==> src/sv/bhbm_pkg.sv <==
package bhbm_pkg;

    localparam int MAX_BLOCKS = 64;
    localparam int COUNT_BITS = 32;
    localparam int IDX_W      = $clog2(MAX_BLOCKS);
    localparam int TOT_W      = $clog2(MAX_BLOCKS + 1);
    localparam int OUT_W      = 32;
    localparam int CFG_W      = 6;
    localparam int KIND_W     = 2;

    typedef logic [KIND_W-1:0] t_kind;
    localparam t_kind KIND_ADD   = 2'd0;
    localparam t_kind KIND_CLEAR = 2'd1;
    localparam t_kind KIND_READ  = 2'd2;

    localparam logic [CFG_W-1:0] MIN_BLOCK_RESET = 6'd4;

    typedef struct packed {
        logic [COUNT_BITS-1:0] ones;
        logic [COUNT_BITS-1:0] size;
    } t_blk;

    typedef enum logic [1:0] {
        SH_HOLD,
        SH_DOWN,
        SH_UP
    } t_shift;

    typedef struct packed {
        t_shift           shift;
        logic             inject;
        logic [IDX_W-1:0] inject_idx;
    } t_chain_ctl;

    typedef enum logic [1:0] {
        MG_IDLE,
        MG_START,
        MG_STEP,
        MG_FLUSH
    } t_merge_cmd;

    function automatic logic [COUNT_BITS-1:0] sat_add(input logic [COUNT_BITS-1:0] a,
                                                      input logic [COUNT_BITS-1:0] b);
        logic [COUNT_BITS:0] s;
        s = {1'b0, a} + {1'b0, b};
        return s[COUNT_BITS] ? {COUNT_BITS{1'b1}} : s[COUNT_BITS-1:0];
    endfunction

endpackage

==> src/sv/bhbm_merge.sv <==
module bhbm_merge import bhbm_pkg::*; (
    input  logic             i_clk,
    input  logic             i_rst_n,
    input  t_merge_cmd       i_cmd,
    input  t_blk             i_head,
    output t_blk             o_cur,
    output logic             o_emit,
    output logic [TOT_W-1:0] o_merges
);

    t_blk             r_cur;
    t_blk             n_cur;
    logic             r_seen;
    logic             n_seen;
    logic [TOT_W-1:0] r_merges;
    logic [TOT_W-1:0] n_merges;
    logic             w_eq;
    logic             w_merge;

    assign w_eq    = (r_cur.size == i_head.size);
    assign w_merge = (i_cmd == MG_STEP) && w_eq && r_seen;
    assign o_emit  = ((i_cmd == MG_STEP) && !w_merge) || (i_cmd == MG_FLUSH);

    always_comb begin
        n_cur    = r_cur;
        n_seen   = r_seen;
        n_merges = r_merges;
        case (i_cmd)
            MG_START: begin
                n_cur    = i_head;
                n_seen   = 1'b0;
                n_merges = '0;
            end
            MG_STEP: begin
                if (w_merge) begin
                    // fold the older block into the current one, keep walking from it
                    n_cur.ones = sat_add(r_cur.ones, i_head.ones);
                    n_cur.size = sat_add(r_cur.size, i_head.size);
                    n_seen     = 1'b0;
                    n_merges   = r_merges + TOT_W'(1);
                end else begin
                    if (w_eq) begin
                        n_seen = 1'b1;
                    end
                    n_cur = i_head;
                end
            end
            default: begin
            end
        endcase
    end

    always_ff @(posedge i_clk) begin
        if (!i_rst_n) begin
            r_seen   <= 1'b0;
            r_merges <= '0;
        end else begin
            r_seen   <= n_seen;
            r_merges <= n_merges;
        end
    end

    always_ff @(posedge i_clk) begin
        r_cur <= n_cur;
    end

    assign o_cur    = r_cur;
    assign o_merges = r_merges;

endmodule

==> config.mk <==
export PLATFORM = sky130hd
export DESIGN_NAME = bhbm_merge
export DESIGN_NICKNAME = d
export VERILOG_FILES = /design/src/sv/bhbm_pkg.sv /design/src/sv/bhbm_merge.sv
export SDC_FILE = /design/constraint.sdc
export NUM_CORES = 1
export LEC_CHECK = 0
export BUFFER_PORTS_ARGS = -buffer_cell sky130_fd_sc_hd__buf_2
export CAP_MARGIN = 20
export CORE_MARGIN = 1
export CORE_UTILIZATION = 61
export CTS_CLUSTER_DIAMETER = 50
export DETAILED_ROUTE_END_ITERATION = 16
export MAX_ROUTING_LAYER = met4
export PLACE_DENSITY = 0.88
export SLEW_MARGIN = 25
export SYNTH_ARGS = -nofsm -noshare
export SYNTH_HDL_FRONTEND = slang
export SYNTH_SLANG_ARGS = --single-unit
==> constraint.sdc <==
create_clock -name i_clk -period 8.85 [get_ports i_clk]
set_input_delay 0.4425 -clock i_clk [delete_from_list [all_inputs] [get_ports i_clk]]
set_output_delay 0.4425 -clock i_clk [all_outputs]
set_load 0.01 [all_outputs]
==> results of run 1 <==
kinds of logic (layout without fill, tap and decap cells):
logic type               Yosys count  count (layout)  synth area share
other                              0               1                 0
buffers and inverters             57             176            0.0379
XOR/XNOR                          49              49            0.0653
AO/OA/AOI/OAI                    259             259             0.256
AND/OR/NAND/NOR                  242             242             0.181
flip-flops                        72              72             0.317
multiplexers                       5               5           0.00781
adder cells (fa/ha/maj)           70              70             0.136
cell type report:
class | instances | area, µm² | area share
timing repair buffer | 141 | 711 | 0.0950
tap | 136 | 170 | 0.0227
clock buffer | 11 | 151 | 0.0202
inverter | 19 | 71.3 | 0.00953
clock inverter | 5 | 55.1 | 0.00736
antenna | 1 | 2.50 | 0.000334
sequential | 72 | 2080 | 0.278
multi-input combinational | 625 | 4240 | 0.567
state kept, by name, summed over array words and instances (netlist names):
| signal | flops |
|---|---|
| o_merges | 7 |
| o_cur | 64 |
| r_seen | 1 |
layer usage:
metal	up-vias	wire length, µm	GRT usage
met1	2972	7180	0.374
met4	0	481	0.135
li1	3053	-	-
met5	-	0	-
met3	38	1100	0.0445
met2	262	8060	0.519
per-stage QoR:
step | hold WS, ns | utilization | cell area [µm²]
final | 0.339 | 0.722 | 7480
after global routing | 0.330 | 0.722 | 7480
after CTS | 0.325 | 0.722 | 7480
after detailed placement | 0.487 | 0.702 | 7280
after global placement | 0.469 | 0.701 | 7270
after floorplan | 0.502 | - | 6570
power by group through the flow:
stage,logic [mW],clock network (mW),registers (mW)
6_report,0.582,0.279,0.442
5_1_grt,0.638,0.295,0.446
4_1_cts,0.573,0.284,0.441
3_5_place_dp,0.568,0,0.449
3_3_place_gp,0.554,0,0.446
2_1_floorplan,0.401,0,0.465
worst min-delay path by stage:
| stage | end | start | slack, ns | depth (start not counted) |
|---|---|---|---|---|
| floorplan | o_merges[6] | o_merges[6] | 0.50 | 2 |
| global placement | o_merges[6] | o_merges[6] | 0.47 | 2 |
| detailed placement | o_merges[6] | o_merges[6] | 0.49 | 2 |
| CTS | r_seen | i_rst_n | 0.32 | 2 |
| global route | r_seen | i_rst_n | 0.33 | 2 |
| finish | r_seen | i_rst_n | 0.34 | 2 |
worst register-to-register path, delay by kind of cell (launching register included):
kind,cells,cell delay (ns)
compound gates,8,2.34
flops,1,0.39
fa+ha+maj,2,0.69
placed cells by master (no fill, tap or decap), types with 6 or more instances in the layout:
cell type    n
dfxtp_1      8
o21ai_0     28
buf_2      139
and2_1       6
and3_1       9
inv_1       18
nor4_1      12
nand3_1     10
a21o_1      37
nor3_1      10
o21bai_1    10
xnor2_1     21
a211oi_1    13
nor2b_1      9
a21oi_1    107
ha_1        68
nor2_1     104
edfxtp_1    64
nand2b_1    10
xor2_1      28
a31oi_1      9
nand2_1     33
clkbuf_8    11
o31ai_1      6
o21a_1       6
nand4_1     14
==> out/results.ini, run 1 <==
[grt]
grt_max_degree = 69
antenna_found_initial = 1
track_usage = 0.311
grt_pass1_wl_um = 27500
grt_pass1_vias = 6020
overflow = 0

[clock_network]
clk_pin_slew_worst_paths_ns = 0.08
root_buffer = clkbuf_8
post_cts_buffers = 0
cts_buffers = 9
cts.sinks = 72
hold_buffers = 0
cts_tree = yes
htreeDepth = 3
clock_latency_ns = 0.36
cts_buffer_depth = 2
cts_resized = 0

[timing]
skew_ns = 0.00611
fin_ws_ns = 5.14
finalMaxSlewViolations = 0
rsz0062_at_grt = no
fin_crit_sh = 0.419
hold_viol = 0
relSlewSlack = 0.381
setup_tns_ns = 0
setup_viol = 0
worst_pin_slew_ns = 0.929
fin_crit_ns = 3.71
fmax_mhz = 270

[place]
post-place-ws_ns = 4.97
dp_cells = 993
hpwlAfterDp_um = 12500
gp_congestion = 0.937
port_buffers = 139

[setup_path]
critPathLaunchType = flip-flop
crit_fanout = 31
crit_type = reg2reg
rr_worst_depth = 10
timing.rr.end = o_cur[52]
crit_chain = ha_1, fa_1, a211oi_2, o21bai_1, o21ai_1, a211oi_2, o41ai_4, o21bai_2, a21boi_4, a21oi_1
cp_top_family = compound AO/OA/AOI/OAI gates
cp.depth = 10
r2r_start = o_cur[32]
crit_buf_inv = 0
cpPeakStageDelay_ns = 0.73
cp_common_cell = a211oi_2
slowest_stage = a21boi_4
crit_end = o_cur[52]
cp-end-kind = flip-flop
cp-startpoint = o_cur[32]
required_ns = 8.92
r2r_slack_ns = 5.14
crit_arrival_ns = 3.78

[yosys]
syn_area_mm2 = 0.00657
synth_most_common_cell = a21oi_1
synth_top_flop_cell = edfxtp_1
synth.distinct_cells = 67
synth_top_area_share = 0.292
synthTopCellsByArea = edfxtp_1 (29%), ha_1 (13%), a21oi_1 (8.1%)
yosys_warnings = 0
synth-seq-cells = 72
syn_area_per_cell_um2 = 8.72
synthArstFlopShare = 0
seq_area_frac_synth = 0.317
yosysTopAreaCell = edfxtp_1
synth_edf_count = 64
synth_common_cells = a21oi_1 (107), nor2_1 (104), ha_1 (68)
syn_nets = 892
syn_inst = 754

[pwr]
power_density_mw_per_mm2 = 174
switching_share = 0.382
leakage_nw = 3.29
cell_internal_pwr_mw = 0.805
total_power_mw = 1.30
p_sw_mw = 0.498
peakVddDrop_mv = 0.115
p_seq_frac = 0.339
combPwrFrac = 0.447
clkPwrFrac = 0.214

[routing]
drtIter0Drc = 432
avgViaCountPerCell = 6.26
vias = 6325
routed_wl_um = 16800
drc = 0
firstDrtPassIters = 5
routedWlPerCell_um = 16.6
ant_nets = 0

[finish]
layout.cells.non_filler = 1010
n_fill_cell = 799
finalNetCount = 1006
drive_gt1_frac = 0.200
syn_to_final_growth_pct = 13.9

[floorplanning]
coreArea_mm2 = 0.0104
io_pins = 140
fp-row-count = 37
die_h_um = 106
floorplan.initialDensity = 0.634
fp.dieW_um = 106
die_area_mm2 = 0.0112

[hold_path]
min_path_type = in2reg

[outcome]
status = finished clean

[job]
maxCapViolCount = 0

Note: power is estimated with default switching activity, not from simulation.
==> run 2: changes to the inputs <==
--- a/config.mk
+++ b/config.mk
@@ -5,14 +5,15 @@
 export SDC_FILE = /design/constraint.sdc
 export NUM_CORES = 1
 export LEC_CHECK = 0
+export ABC_AREA = 1
 export BUFFER_PORTS_ARGS = -buffer_cell sky130_fd_sc_hd__buf_2
 export CAP_MARGIN = 20
 export CORE_MARGIN = 1
-export CORE_UTILIZATION = 61
+export CORE_UTILIZATION = 59
 export CTS_CLUSTER_DIAMETER = 50
 export DETAILED_ROUTE_END_ITERATION = 16
 export MAX_ROUTING_LAYER = met4
-export PLACE_DENSITY = 0.88
+export PLACE_DENSITY = 0.83
 export SLEW_MARGIN = 25
 export SYNTH_ARGS = -nofsm -noshare
 export SYNTH_HDL_FRONTEND = slang
==> constraint.sdc (replaced) <==
create_clock -name i_clk -period 3.43 [get_ports i_clk]
set_input_delay 0.1715 -clock i_clk [delete_from_list [all_inputs] [get_ports i_clk]]
set_output_delay 0.1715 -clock i_clk [all_outputs]
set_load 0.01 [all_outputs]
==> run 2 against run 1 <==
  * Global-route usage increased by 4.4 points
  * Design area increased by 31%
  * Clock skew increased by 0.0015 ns
  * Critical endpoint is now o_cur[48]
==> out/results.ini, run 2 <==
[finish]
antenna_cells = 0  ; was 1
syn_to_final_growth_pct = 12.9  ; was 13.9%
seqCellArea_mm2 = 0.00208  ; unchanged
final_area_mm2 = 0.00979  ; was 0.00748 mm²
drive_gt1_frac = 0.137  ; was 0.200
multi_input_area_mm2 = 0.00534  ; was 0.00424 mm²
largest_register_ffs = 64  ; unchanged
n_fill_cell = 1337  ; was 799
mostFrequentLayoutCells = nand2_1 (537), inv_1 (294), nor2_1 (154)  ; was buf_2 (139), a21oi_1 (107), nor2_1 (104)
finalNetCount = 1722  ; was 1,006
layout.cells.most_common = nand2_1  ; was buf_2

[yosys]
synth_top_area_share = 0.232  ; was 0.292
synth.distinct_cells = 40  ; was 67
synthArstFlopShare = 0  ; unchanged
synth_most_common_cell = nand2_1  ; was a21oi_1
yosys_warnings = 0  ; unchanged
synth_common_cells = nand2_1 (537), inv_1 (295), nor2_1 (154)  ; was a21oi_1 (107), nor2_1 (104), ha_1 (68)
seq_area_frac_synth = 0.240  ; was 0.317
synth-seq-cells = 72  ; unchanged
syn_area_mm2 = 0.00867  ; was 0.00657 mm²
syn_nets = 1582  ; was 892
syn_area_per_cell_um2 = 6.01  ; was 8.72 µm²
syn_inst = 1444  ; was 754
synth_edf_count = 64  ; unchanged
synthTopCellsByArea = nand2_1 (23%), edfxtp_1 (22%), inv_1 (13%)  ; was edfxtp_1 (29%), ha_1 (13%), a21oi_1 (8.1%)
synth_top_flop_cell = edfxtp_1  ; unchanged
yosysTopAreaCell = nand2_1  ; was edfxtp_1

[clock_network]
cts_resized = 0  ; unchanged
cts_buffer_depth = 2  ; unchanged
root_buffer = clkbuf_16  ; was clkbuf_8
clock_latency_ns = 0.36  ; about the same
cts.sinks = 72  ; unchanged
post_cts_buffers = 0  ; unchanged
clk_pin_slew_worst_paths_ns = 0.07  ; was 0.08 ns
htreeDepth = 3  ; unchanged
hold_buffers = 0  ; unchanged
cts_buffers = 9  ; unchanged
cts_tree = yes  ; unchanged

[pwr]
power_density_mw_per_mm2 = 410  ; was 174 mW/mm²
leakage_nw = 5.72  ; was 3.29 nW
peakVddDrop_mv = 0.256  ; was 0.115 mV

[routing]
avgViaCountPerCell = 5.14  ; was 6.26
drtIter0Drc = 546  ; was 432
wl_met1_um = 10500  ; was 7180 µm
route.met3.wl_um = 1130  ; was 1100 µm
drc = 0  ; unchanged
firstDrtPassIters = 5  ; unchanged
routedWlPerCell_um = 14.1  ; was 16.6 µm
ant_nets = 0  ; unchanged
dr.max_layer_used = met4  ; unchanged
routed_wl_um = 25000  ; was 16,800 µm
vias = 9100  ; was 6,325
met2_length_um = 12400  ; was 8060 µm

[setup_path]
required_ns = 3.55  ; was 8.92 ns
crit_arrival_ns = 2.98  ; was 3.78 ns
cp-end-kind = flip-flop  ; unchanged
crit_chain = ha_1, fa_1, nand3_1, nand3_1, nand2_1, nand2_1, nand2_1, nand2_2, a21oi_4, buf_4, nand3_1, and2_1  ; was ha_1, fa_1, a211oi_2, o21bai_1, o21ai_1, a211oi_2, o41ai_4, o21bai_2, a21boi_4, a21oi_1
critPathLaunchType = flip-flop  ; unchanged
crit_buf_inv = 1  ; was 0
crit_fanout = 18  ; was 31
crit_type = reg2reg  ; unchanged
slowest_stage = fa_1  ; was a21boi_4
cpPeakStageDelay_ns = 0.44  ; was 0.73 ns
cp_top_family = simple AND/OR/NAND/NOR gates  ; was compound AO/OA/AOI/OAI gates

[timing]
fin_crit_ns = 2.86  ; was 3.71 ns
relSlewSlack = 0.590  ; was 0.381
setup_viol = 0  ; unchanged
setup_tns_ns = 0  ; unchanged
rsz0062_at_grt = no  ; unchanged
fin_crit_sh = 0.835  ; was 0.419
skew_ns = 0.00763  ; was 0.00611 ns
whs_ns = 0.0905  ; was 0.339 ns
fmax_mhz = 349  ; was 270 MHz
hold_viol = 0  ; unchanged
worst_pin_slew_ns = 0.614  ; was 0.929 ns
finalMaxSlewViolations = 0  ; unchanged

[hold_path]
min_path_type = in2reg  ; unchanged

[place]
hpwlAfterDp_um = 20100  ; was 12,500 µm
gp_congestion = 0.975  ; was 0.937
dpl-instance-area_mm2 = 0.00951  ; was 0.00728 mm²
port_buffers = 139  ; unchanged

[grt]
track_usage = 0.355  ; was 0.311
grt_max_degree = 54  ; was 69
overflow = 0  ; unchanged
grt_pass1_vias = 8657  ; was 6,020
antenna_found_initial = 0  ; was 1
grt_pass1_wl_um = 40300  ; was 27,500 µm

[floorplanning]
fp-row-count = 43  ; was 37
coreArea_mm2 = 0.0141  ; was 0.0104 mm²
io_pins = 140  ; unchanged
fp.dieW_um = 123  ; was 106 µm
floorplan.initialDensity = 0.615  ; was 0.634
die_h_um = 123  ; was 106 µm
die_area_mm2 = 0.0152  ; was 0.0112 mm²

[job]
maxCapViolCount = 0  ; unchanged

[outcome]
status = finished clean  ; unchanged

-- run 2: changes by cell type after synthesis, moves of 36 or more --
cell,previous run,this run
a21oi_1,107,59
nor2_1,104,154
nand3_1,10,78
nand2_1,33,537
a21o_1,37,1
or2_2,3,45
inv_1,19,295
-- run 2: layout make-up --
cell class | count | area share
Clock inverter | 7 | 0.00550
Clock buffer | 9 | 0.0230
Timing Repair Buffer | 143 | 0.0767
Inverter | 297 | 0.114
Sequential cell | 72 | 0.213
Tap cell | 180 | 0.0230
Multi-Input combinational cell | 1061 | 0.545
-- run 2: cell families after synthesis --
logic type | count (synthesis) | share of synthesized area
adders and majority gates | 70 | 0.103
xor gates and xnor gates | 33 | 0.0333
AOI/OAI and AO/OA | 96 | 0.0666
buffers and inverters | 311 | 0.145
DFF | 72 | 0.240
and+or+nand+nor | 862 | 0.412
-- run 2: path summary, 6_finish.rpt --
kind | start | end | slack, ns | cells past startpoint
setup / recovery | o_cur[32] | o_cur[48] | 0.57 | 12
setup reg to reg | o_cur[32] | o_cur[48] | 0.57 | 12
hold / removal | i_rst_n | o_merges[1] | 0.09 | 3
hold reg to reg | o_merges[6] | o_merges[6] | 0.50 | 2
-- run 2: power breakdown --
group	leakage [nW]	switching (mW)	internal [mW]
logic	4.90	1.26	0.675
registers	0.691	0.0658	1.08
clock network	0.130	0.441	0.497
total	5.72	1.77	2.25
-- run 2: worst register-to-register path: stages, from the launching register on --
cell      delay [ns]
edfxtp_1        0.40
ha_1            0.25
fa_1            0.44
nand3_1         0.12
nand3_1         0.16
nand2_1         0.10
nand2_1         0.11
nand2_1         0.10
nand2_2         0.09
a21oi_4         0.27
buf_4           0.32
nand3_1         0.11
and2_1          0.16
-- run 2: per-layer routing --
layer,track usage,vias to the layer above
met4,0.157,0
met1,0.398,4013
met5,-,-
met3,0.0424,74
li1,-,4707
met2,0.632,306
-- run 2: stage by stage --
stage               utilization  total power [mW]  worst slack, ns  std cells
floorplan                     -              2.52            0.839       1444
global placement          0.675              3.04            0.712       1753
detailed placement        0.675              3.06            0.587       1753
CTS                       0.694              4.00            0.550       1769
global route              0.694              4.32            0.349       1769
finish                    0.694              4.02            0.567       1769
