File: config.mk
export PLATFORM = sky130hd
export DESIGN_NAME = bhbm_cell
export DESIGN_NICKNAME = d
export VERILOG_FILES = /design/src/sv/bhbm_pkg.sv /design/src/sv/bhbm_cell.sv
export SDC_FILE = /design/constraint.sdc
export NUM_CORES = 1
export LEC_CHECK = 0
export ABC_AREA = 1
export BUFFER_PORTS_ARGS = -buffer_cell sky130_fd_sc_hd__buf_2
export CAP_MARGIN = 10
export CORE_AREA = 2 2 107 109
export DETAILED_ROUTE_END_ITERATION = 8
export DIE_AREA = 0 0 109 111
export HOLD_SLACK_MARGIN = 0.02
export PLACE_DENSITY = 0.81
export SETUP_SLACK_MARGIN = 0.1
export SYNTH_ARGS = -nofsm -noshare
export SYNTH_HDL_FRONTEND = slang
export SYNTH_SLANG_ARGS = --single-unit
File: constraint.sdc
create_clock -name i_clk -period 3.5 [get_ports i_clk]
set_clock_uncertainty 0.2 [all_clocks]
set_input_delay 1.05 -clock i_clk [delete_from_list [all_inputs] [get_ports i_clk]]
set_output_delay 1.05 -clock i_clk [all_outputs]
set_load 0.03 [all_outputs]
File: src/sv/bhbm_pkg.sv
package bhbm_pkg;

    localparam int MAX_BLOCKS = 64;
    localparam int COUNT_BITS = 32;
    localparam int IDX_W      = $clog2(MAX_BLOCKS);
    localparam int TOT_W      = $clog2(MAX_BLOCKS + 1);
    localparam int OUT_W      = 32;
    localparam int CFG_W      = 6;
    localparam int KIND_W     = 2;

    typedef logic [KIND_W-1:0] t_kind;
    localparam t_kind KIND_ADD   = 2'd0;
    localparam t_kind KIND_CLEAR = 2'd1;
    localparam t_kind KIND_READ  = 2'd2;

    localparam logic [CFG_W-1:0] MIN_BLOCK_RESET = 6'd4;

    typedef struct packed {
        logic [COUNT_BITS-1:0] ones;
        logic [COUNT_BITS-1:0] size;
    } t_blk;

    typedef enum logic [1:0] {
        SH_HOLD,
        SH_DOWN,
        SH_UP
    } t_shift;

    typedef struct packed {
        t_shift           shift;
        logic             inject;
        logic [IDX_W-1:0] inject_idx;
    } t_chain_ctl;

    typedef enum logic [1:0] {
        MG_IDLE,
        MG_START,
        MG_STEP,
        MG_FLUSH
    } t_merge_cmd;

    function automatic logic [COUNT_BITS-1:0] sat_add(input logic [COUNT_BITS-1:0] a,
                                                      input logic [COUNT_BITS-1:0] b);
        logic [COUNT_BITS:0] s;
        s = {1'b0, a} + {1'b0, b};
        return s[COUNT_BITS] ? {COUNT_BITS{1'b1}} : s[COUNT_BITS-1:0];
    endfunction

endpackage

File: src/sv/bhbm_cell.sv
module bhbm_cell import bhbm_pkg::*; (
    input  logic             i_clk,
    input  logic             i_rst_n,
    input  t_chain_ctl       i_ctl,
    input  logic [IDX_W-1:0] i_idx,
    input  t_blk             i_from_up,
    input  t_blk             i_from_dn,
    input  t_blk             i_inject,
    output t_blk             o_blk
);

    t_blk r_blk;
    t_blk n_blk;

    always_comb begin
        case (i_ctl.shift)
            SH_HOLD: n_blk = r_blk;
            SH_DOWN: n_blk = i_from_up;
            SH_UP:   n_blk = i_from_dn;
            default: n_blk = r_blk;
        endcase
        // an injected block wins over the neighbor transfer
        if (i_ctl.inject && (i_ctl.inject_idx == i_idx)) begin
            n_blk = i_inject;
        end
    end

    always_ff @(posedge i_clk) begin
        if (!i_rst_n) begin
            r_blk <= '0;
        end else begin
            r_blk <= n_blk;
        end
    end

    assign o_blk = r_blk;

endmodule

==> impl_metrics.toml, run 1 <==
[outcome]
run_status = "completed"

[clock_network]
buffers_inserted_by_post_cts_timing_repair = 0
quantity_of_hold_fixing_buffers_added_after_cts = 0
worst_skew_pair.late_latency_ps = 320
clock_pin_slew_on_the_worst_setup_and_hold_paths_ps = 50
htree_num_levels = 3
ctsRootBufferMaster = "sky130_fd_sc_hd__clkbuf_16"
post_cts.resized_instances = 0
cts_tree = "yes"
cts_num_sinks = 64
numCtsBuffers = 9
cts_max_path_buffers = 2

[setup_path]
data_arrival_time_of_the_worst_path_ps = 2480
critical_path_required_ps = 3560
path_buf_inv = 4
critical_path_maximum_fanout = 64
timing.critical_path.max_delay_family = "buffers and inverters"
worst_setup_path_start_kind = "primary input"
critPathLaunch = "i_ctl[1]"
crit_path_cell_trace = "buf_2 -> inv_1 -> nand2_1 -> nand2_1 -> nand3_2 -> buf_4 -> o22ai_1 -> nand2_1 -> inv_1 -> nor2_2"
cp_slowest_stage_delay_ps = 590
critical_path.endpoint_type = "flip-flop"
cp_common_cell = "sky130_fd_sc_hd__nand2_1"
cpMaxStageDelayCell = "sky130_fd_sc_hd__buf_4"
crit-reg2reg-launch = "o_blk[14]$_SDFFE_PN0P_"
worstSetupPathType = "in2reg"

[die]
coreArea_um2 = 11100
die_area_um2 = 12100
starting_density_of_the_core_pct = 44.8
chipHeight_um = 111
ios = 273
fp.dieW_um = 109
fp-row-count = 39

[sta]
min_period_ps = 2430
slew-limit-headroom_pct = 52.6
report.final.setup_viol = 0
setup_tns_ps = 0
timing.final.hold_violations = 0
grt_setup_unrepaired = "no"
finalMaxSlewViolations = 0
min_period_over_period_pct = 69.4
worst_hold_slack_ps = 334
post-route-worst-setup-slack_ps = 1070
max_freq_ghz = 0.412
worst_slew_pin_tran_ps = 712

[detailed_routing]
route.vias.total = 6064
drc_errors = 0
final_antenna_net_count = 0
wl_per_cell_um = 12.2
drt_first_iter_violations = 405
routed_wirelength_um = 15500
drt-vias-per-instance = 4.79
drt_pre_antenna_iters = 7

[power]
cellPowerDensity_nw_per_um2 = 388
overall_power_mw = 2.52
share_comb_of_total_power_pct = 34.5
power.share.switching_pct = 35.1
sequentialPowerShare_pct = 33.7
max-vdd-ir-drop_uv = 183
cellLeakagePower_nw = 3.98
clockPowerShare_pct = 31.9
int_pwr_mw = 1.63
power_switching_mw = 0.883

[place]
port_buffers = 272
dp_worst_slack_ps = 768
dp.cells = 1250
gpl_congestion = 0.840
post-dp-hpwl_um = 11100

[hold_path]
worstHoldStart = "o_blk[17]$_SDFFE_PN0P_"
worst_hold_path_type = "reg2reg"

[grt]
grt_start_max_net_pins = 67
grt.overflow.total = 0
grt_antenna_before_repair = 1
groute.usage.overall_pct = 25.5
grt_pass1_vias = 5344
wire_length_of_the_first_global_routing_pass_um = 25000

[cells_and_area]
largest_register_ff_count = 64
design.final.nets = 1327
layout-drive-gt1-share_pct = 28.9
syn2layout_area_growth_pct = 30.9
antenna-diode-count = 0
instances_no_fill = 1266

[synth]
post_synth_instance_area_um2 = 4960
ys_seq_area_share_pct = 25.8
ys_types = 20
yosysWarnings = 0
synthesis.nets = 1096
syn_inst = 887
postSynthAreaPerCell_um2 = 5.59
ys_ff_latch = 64

[job]
drv_cap = 0
-- path summary, 6_finish.rpt --
path,end,slack (ps),depth (start not counted)
hold reg to reg,o_blk[17]$_SDFFE_PN0P_,330,4
setup reg to reg,o_blk[14]$_SDFFE_PN0P_,2620,4
hold / removal,o_blk[17]$_SDFFE_PN0P_,330,4
setup / recovery,o_blk[35]$_SDFFE_PN0P_,1070,10
-- routing by layer --
layer | track usage (%) | wire length (um) | vias to the layer above
met5 | 0 | 12 | -
met4 | 9.49 | 456 | 2
met3 | 6.76 | 1290 | 42
met2 | 42.8 | 7360 | 256
met1 | 30.7 | 6340 | 2574
li1 | - | - | 3190
-- placed cells by master, fill, tap and decap left out, drive strengths merged --
master,synthesis,layout
o22ai,64,64
nor3,1,1
dfxtp,64,64
o21ai,1,1
buf,51,287
nand3,130,130
clkinv,0,2
clkinvlp,0,1
nand2,345,345
a21oi,2,2
clkbuf,16,13
xnor2,1,1
inv,144,144
nor2,68,68
-- logic make-up (layout without fill, tap and decap cells) --
| kind of cell | Yosys count | in the layout | synth area share, % |
|---|---|---|---|
| flip-flops | 64 | 64 | 25.8 |
| XOR/XNOR | 1 | 1 | 0.177 |
| AO/OA/AOI/OAI | 67 | 67 | 8.38 |
| AND/OR/NAND/NOR | 544 | 544 | 45.8 |
| buffers and inverters | 211 | 447 | 19.8 |
-- worst min-delay path: cells and delay by family, from the launching register on --
| kind | cells | cell delay [ps] |
|---|---|---|
| DFF | 1 | 300 |
| and+or+nand+nor | 3 | 140 |
| buffers and inverters | 1 | 40 |
-- final cells by class --
type | instances | area, um^2
fill | 1163 | 4590
inverter | 144 | 541
clock inverter | 3 | 17.5
clock buffer | 13 | 250
tap | 143 | 179
timing repair buffer | 287 | 1510
multi-input combinational | 612 | 2710
sequential | 64 | 1280
-- synth_stat cells (all sizes together) --
| library cell | n | share of area (%) |
|---|---|---|
| a21oi | 2 | 0.20 |
| buf | 51 | 7.1 |
| clkbuf | 16 | 1.8 |
| dfxtp | 64 | 26 |
| inv | 144 | 11 |
| nand2 | 345 | 26 |
| nand3 | 130 | 13 |
| nor2 | 68 | 6.3 |
| nor3 | 1 | 0.10 |
| o21ai | 1 | 0.10 |
| o22ai | 64 | 8.1 |
| xnor2 | 1 | 0.18 |
-- power by group through the flow --
stage	clock network, mW	logic (mW)	registers, mW
after CTS	0.828	0.868	0.847
after global placement	0	0.860	0.859
final	0.801	0.867	0.847
after global routing	0.862	0.967	0.856
after detailed placement	0	0.865	0.862
after floorplan	0	0.438	1.02
-- per-stage QoR --
step	instance area (um^2)	util, %
final	6490	58.6
after global routing	6490	58.6
after CTS	6490	58.6
after detailed placement	6220	56.2
after global placement	6220	56.2
after floorplan	4960	-
No activity file was read; power rests on OpenSTA's default activity.
==> inputs of run 2 (changes only) <==
--- a/config.mk
+++ b/config.mk
@@ -8,11 +8,11 @@
 export ABC_AREA = 1
 export BUFFER_PORTS_ARGS = -buffer_cell sky130_fd_sc_hd__buf_2
 export CAP_MARGIN = 10
-export CORE_AREA = 2 2 107 109
+export CORE_MARGIN = 2
+export CORE_UTILIZATION = 46
 export DETAILED_ROUTE_END_ITERATION = 8
-export DIE_AREA = 0 0 109 111
 export HOLD_SLACK_MARGIN = 0.02
-export PLACE_DENSITY = 0.81
+export PLACE_DENSITY = 0.82
 export SETUP_SLACK_MARGIN = 0.1
 export SYNTH_ARGS = -nofsm -noshare
 export SYNTH_HDL_FRONTEND = slang
==> constraint.sdc (replaced) <==
create_clock -name i_clk -period 2.3 [get_ports i_clk]
set_clock_uncertainty 0.2 [all_clocks]
set_input_delay 0.69 -clock i_clk [delete_from_list [all_inputs] [get_ports i_clk]]
set_output_delay 0.69 -clock i_clk [all_outputs]
set_load 0.03 [all_outputs]
==> run 2 against run 1 <==
Effect of this change: via count increased by 1.7%; register-to-register slack got worse by 1200 ps; cell area increased by 1.5%; combinational power increased by 57%; sequential share of layout area decreased by 0.29 points; die area decreased by 3.9%; sequential power increased by 52%; non-clock buffer count increased by 7; clock power increased by 20%; worst hold slack improved by 3.8 ps; highest routed layer unchanged.
==> impl_metrics.toml, run 2 (synthesis results as in run 1) <==
[outcome]
run_status = "completed"

[clock_network]
ctsRootBufferMaster = "sky130_fd_sc_hd__clkbuf_8"
numCtsBuffers = 9
htree_num_levels = 3
quantity_of_hold_fixing_buffers_added_after_cts = 0
clock_pin_slew_on_the_worst_setup_and_hold_paths_ps = 70
cts_max_path_buffers = 2
worst_skew_pair.late_latency_ps = 330
cts_tree = "yes"
buffers_inserted_by_post_cts_timing_repair = 0
cts_num_sinks = 64
post_cts.resized_instances = 0

[sta]
grt_setup_unrepaired = "no"
timing.final.hold_violations = 0
worst_hold_slack_ps = 338
finalMaxSlewViolations = 0
worst_slew_pin_tran_ps = 459
setup_tns_ps = 0
report.final.setup_viol = 0
min_period_over_period_pct = 79.4
post-route-worst-setup-slack_ps = 475
min_period_ps = 1830
slew-limit-headroom_pct = 69.4
max_freq_ghz = 0.548

[cells_and_area]
largest_register_ff_count = 64
syn2layout_area_growth_pct = 32.8
multi_input_gate_area_um2 = 2710
register_area_um2 = 1280
most_common_cell_after_layout_fill_and_taps_aside = "sky130_fd_sc_hd__nand2_1"
num-fill-cells = 1071
final_cell_mix = "sky130_fd_sc_hd__nand2_1 (341), sky130_fd_sc_hd__buf_2 (272), sky130_fd_sc_hd__inv_1 (143)"
layout-drive-gt1-share_pct = 29.6
design.final.nets = 1334
antenna-diode-count = 0

[detailed_routing]
route.vias.total = 6169
drt_first_iter_violations = 317
drc_errors = 0
wl_per_cell_um = 12.3
drt_pre_antenna_iters = 5
final_antenna_net_count = 0
drt-vias-per-instance = 4.87
routed_wirelength_um = 15600

[place]
port_buffers = 272
gpl_congestion = 0.847
dp_worst_slack_ps = 145
post-dp-hpwl_um = 11700

[setup_path]
worstSetupPathType = "in2reg"
critical_path.endpoint_type = "flip-flop"
critical_path_maximum_fanout = 39
worst_setup_path_start_kind = "primary input"
critical_path_required_ps = 2370
data_arrival_time_of_the_worst_path_ps = 1890
reg_to_reg_setup_timing_slack_ps = 1400

[grt]
groute.usage.overall_pct = 26.4
grt_antenna_before_repair = 1
grt.overflow.total = 0
grt_pass1_vias = 5414
wire_length_of_the_first_global_routing_pass_um = 24700
grt_start_max_net_pins = 56

[die]
die_area_um2 = 11600
starting_density_of_the_core_pct = 47.6
coreArea_um2 = 10400
fp-row-count = 37
ios = 273
chipHeight_um = 108
fp.dieW_um = 108

[power]
cellPowerDensity_nw_per_um2 = 549
overall_power_mw = 3.61
max-vdd-ir-drop_uv = 266
cellLeakagePower_nw = 4.03

[job]
drv_cap = 0

[hold_path]
worst_hold_path_type = "reg2reg"
run 2: cell count changes in the layout (fill, tap and decap cells not counted), sizes merged:
cell	before	now
buf	287	294
clkbuf	13	9
clkinvlp	1	3
bufinv	0	1
inv	144	145
run 2: report_power, final:
group	leakage (nW)	switching (mW)	internal (mW)
Sequential	0.532	0.0582	1.23
Combinational	3.41	0.832	0.529
Clock	0.0916	0.463	0.500
run 2: cell type report:
type	instances	area share, %
multi-input cells	612	41.1
repair buffers	294	25.7
well taps	136	2.58
flip-flops and latches	64	19.5
clock buffers	9	1.88
inverters	144	8.21
clock inverters	7	1.08
run 2: worst paths after layout:
path,cells past startpoint,startpoint,end
hold / removal,4,o_blk[38]$_SDFFE_PN0P_,o_blk[38]$_SDFFE_PN0P_
setup reg to reg,4,o_blk[47]$_SDFFE_PN0P_,o_blk[47]$_SDFFE_PN0P_
setup / recovery,12,i_ctl[4],o_blk[53]$_SDFFE_PN0P_
hold reg to reg,4,o_blk[38]$_SDFFE_PN0P_,o_blk[38]$_SDFFE_PN0P_
run 2: metal layers:
layer	global-route usage (%)	wire length (um)	share of wire, %	up-vias
met5	0	13	0.083	-
met4	10.8	467	3.0	2
met3	5.57	1300	8.3	39
met2	46.5	7560	48	270
met1	31.0	6260	40	2656
li1	-	-	-	3202
run 2: stage by stage:
step / cell area, um^2 / instances / util (%)
2_1_floorplan: 4960 / 887 / -
3_3_place_gp: 6390 / 1250 / 61.3
3_5_place_dp: 6390 / 1250 / 61.3
4_1_cts: 6590 / 1266 / 63.2
5_1_grt: 6590 / 1266 / 63.2
6_report: 6590 / 1266 / 63.2
run 2: critical path: stages:
cell                      delay [ps]
sky130_fd_sc_hd__buf_2            90
sky130_fd_sc_hd__inv_1            30
sky130_fd_sc_hd__nand2_1          40
sky130_fd_sc_hd__nand2_1          70
sky130_fd_sc_hd__nor2_1          150
sky130_fd_sc_hd__nand2_2         170
sky130_fd_sc_hd__nor2_8          150
sky130_fd_sc_hd__buf_12          200
sky130_fd_sc_hd__nand2_1          80
sky130_fd_sc_hd__nand2_1          70
sky130_fd_sc_hd__inv_1            30
sky130_fd_sc_hd__nor2_1           80
==> inputs of run 3 (changes only) <==
==> constraint.sdc (replaced) <==
create_clock -name i_clk -period 1.79 [get_ports i_clk]
set_clock_uncertainty 0.2 [all_clocks]
set_input_delay 0.537 -clock i_clk [delete_from_list [all_inputs] [get_ports i_clk]]
set_output_delay 0.537 -clock i_clk [all_outputs]
set_load 0.03 [all_outputs]
==> run 3 against run 2 <==
Effect of this change: setup slack got worse by 350 ps; register-to-register slack worse by 480 ps; clock power grew 24%; critical path depth is 1 higher; critical path type unchanged; largest cell class unchanged.
==> impl_metrics.toml, run 3 (synthesis results as in run 1) <==
[power]
overall_power_mw = 4.69
cellPowerDensity_nw_per_um2 = 672
max-vdd-ir-drop_uv = 395
cellLeakagePower_nw = 4.21

[cells_and_area]
largest_register_ff_count = 64
syn2layout_area_growth_pct = 40.7
final_cell_mix = "sky130_fd_sc_hd__nand2_1 (331), sky130_fd_sc_hd__buf_2 (269), sky130_fd_sc_hd__inv_1 (137)"
antenna-diode-count = 0
design.final.nets = 1359
final_design_area_no_fill_um2 = 6980
final_core_utilization_pct = 67.0
most_common_cell_after_layout_fill_and_taps_aside = "sky130_fd_sc_hd__nand2_1"
num-fill-cells = 997
layout-drive-gt1-share_pct = 32.7

[clock_network]
clock_pin_slew_on_the_worst_setup_and_hold_paths_ps = 70
ctsRootBufferMaster = "sky130_fd_sc_hd__clkbuf_8"
cts_num_sinks = 64
numCtsBuffers = 9
htree_num_levels = 3
worst_skew_pair.late_latency_ps = 330
cts_max_path_buffers = 2
quantity_of_hold_fixing_buffers_added_after_cts = 0
cts_tree = "yes"

[place]
port_buffers = 272
post-dp-hpwl_um = 12000
post_dp_area_um2 = 6530
gpl_congestion = 0.867
dp_worst_slack_ps = -227

[die]
coreArea_um2 = 10400
starting_density_of_the_core_pct = 47.6
fp-row-count = 37
ios = 273
chipHeight_um = 108
die_area_um2 = 11600
fp.dieW_um = 108

[setup_path]
capture_point_of_the_worst_path = "o_blk[55]$_SDFFE_PN0P_"
reg_to_reg_setup_timing_slack_ps = 920
critical_path.endpoint_type = "flip-flop"
crit-reg2reg-launch = "o_blk[6]$_SDFFE_PN0P_"
reg2reg_depth = 4
regToRegEndpoint = "o_blk[6]$_SDFFE_PN0P_"
critical_path_maximum_fanout = 7
worstSetupPathType = "in2reg"
data_arrival_time_of_the_worst_path_ps = 1730
critical_path_required_ps = 1860
worst_setup_path_start_kind = "primary input"
critPathLaunch = "i_ctl[4]"

[sta]
post-route-worst-setup-slack_ps = 121
grt_setup_unrepaired = "no"
timing.final.hold_violations = 0
min_period_over_period_pct = 93.3
slew-limit-headroom_pct = 80.5
setup_tns_ps = 0
min_period_ps = 1670
report.final.setup_viol = 0
max_freq_ghz = 0.599
worst_slew_pin_tran_ps = 292
finalMaxSlewViolations = 0

[grt]
groute.usage.overall_pct = 26.6
grt_pass1_vias = 5569
grt_start_max_net_pins = 41
grt.overflow.total = 0
wire_length_of_the_first_global_routing_pass_um = 25100
grt_antenna_before_repair = 0

[detailed_routing]
routed_wirelength_um = 16600
drc_errors = 0
route.vias.total = 6331
wl_per_cell_um = 12.9
final_antenna_net_count = 0
drt-vias-per-instance = 4.91
drt_pre_antenna_iters = 5
drt_first_iter_violations = 314

[hold_path]
holdPathStages = 5
worst_hold_path_type = "in2reg"

[job]
drv_cap = 0

[outcome]
run_status = "completed"
-- run 3: cell types whose count changed in the layout (fill, tap and decap cells not counted), sizes merged --
| cell | previous run | this run |
|---|---|---|
| buf | 294 | 315 |
| clkbuf | 9 | 17 |
| clkinvlp | 3 | 1 |
| bufinv | 1 | 0 |
| clkinv | 2 | 1 |
| inv | 145 | 144 |
-- run 3: per-layer routing --
metal | GRT usage (%) | vias to the layer above | share of wire, %
li1 | - | 3253 | -
met1 | 30.9 | 2769 | 39
met2 | 47.4 | 271 | 50
met3 | 5.08 | 38 | 7.3
met4 | 11.4 | 0 | 3.4
met5 | 0 | - | 0
-- run 3: critical path, cell delays in order --
cell and delay (ps):
sky130_fd_sc_hd__buf_4 110, sky130_fd_sc_hd__inv_4 20, sky130_fd_sc_hd__nand2_1 60, sky130_fd_sc_hd__nand2_2 90, sky130_fd_sc_hd__nor2_4 140, sky130_fd_sc_hd__nand2_4 100
sky130_fd_sc_hd__nor2_8 150, sky130_fd_sc_hd__buf_8 140, sky130_fd_sc_hd__clkbuf_16 150, sky130_fd_sc_hd__nand2_1 50, sky130_fd_sc_hd__nand2_1 60, sky130_fd_sc_hd__inv_1 40
sky130_fd_sc_hd__nor2_1 80
-- run 3: cell type report --
cell class / count / area [um^2] / share of cell area, %
Multi-Input combinational cell: 612 / 2770 / 39.7
Timing Repair Buffer: 319 / 2010 / 28.8
Sequential cell: 64 / 1280 / 18.4
Inverter: 144 / 556 / 7.96
Clock buffer: 13 / 179 / 2.57
Tap cell: 136 / 170 / 2.44
Clock inverter: 2 / 12.5 / 0.179
-- run 3: repair_timing --
item,4_1_cts,5_1_grt
gates resized for setup,0,29
buffers inserted,0,4
endpoints found under the setup margin,0,59
-- run 3: power breakdown --
part | internal, mW | switching, mW | leakage, nW
Clock | 0.645 | 0.549 | 0.0975
Sequential | 1.58 | 0.0705 | 0.532
Combinational | 0.730 | 1.11 | 3.58
Total | 2.96 | 1.73 | 4.21
-- run 3: worst min-delay path by stage --
stage	start	end
3_5_place_dp	o_blk[2]$_SDFFE_PN0P_	o_blk[2]$_SDFFE_PN0P_
6_report	i_inject[44]	o_blk[44]$_SDFFE_PN0P_
2_1_floorplan	o_blk[36]$_SDFFE_PN0P_	o_blk[36]$_SDFFE_PN0P_
5_1_grt	i_inject[9]	o_blk[9]$_SDFFE_PN0P_
4_1_cts	i_inject[26]	o_blk[26]$_SDFFE_PN0P_
3_3_place_gp	o_blk[40]$_SDFFE_PN0P_	o_blk[40]$_SDFFE_PN0P_
-- run 3: per-stage QoR --
step	cells	hold WS, ps
6_report	1290	300
5_1_grt	1290	302
4_1_cts	1280	287
3_5_place_dp	1265	327
3_3_place_gp	1265	326
2_1_floorplan	887	460
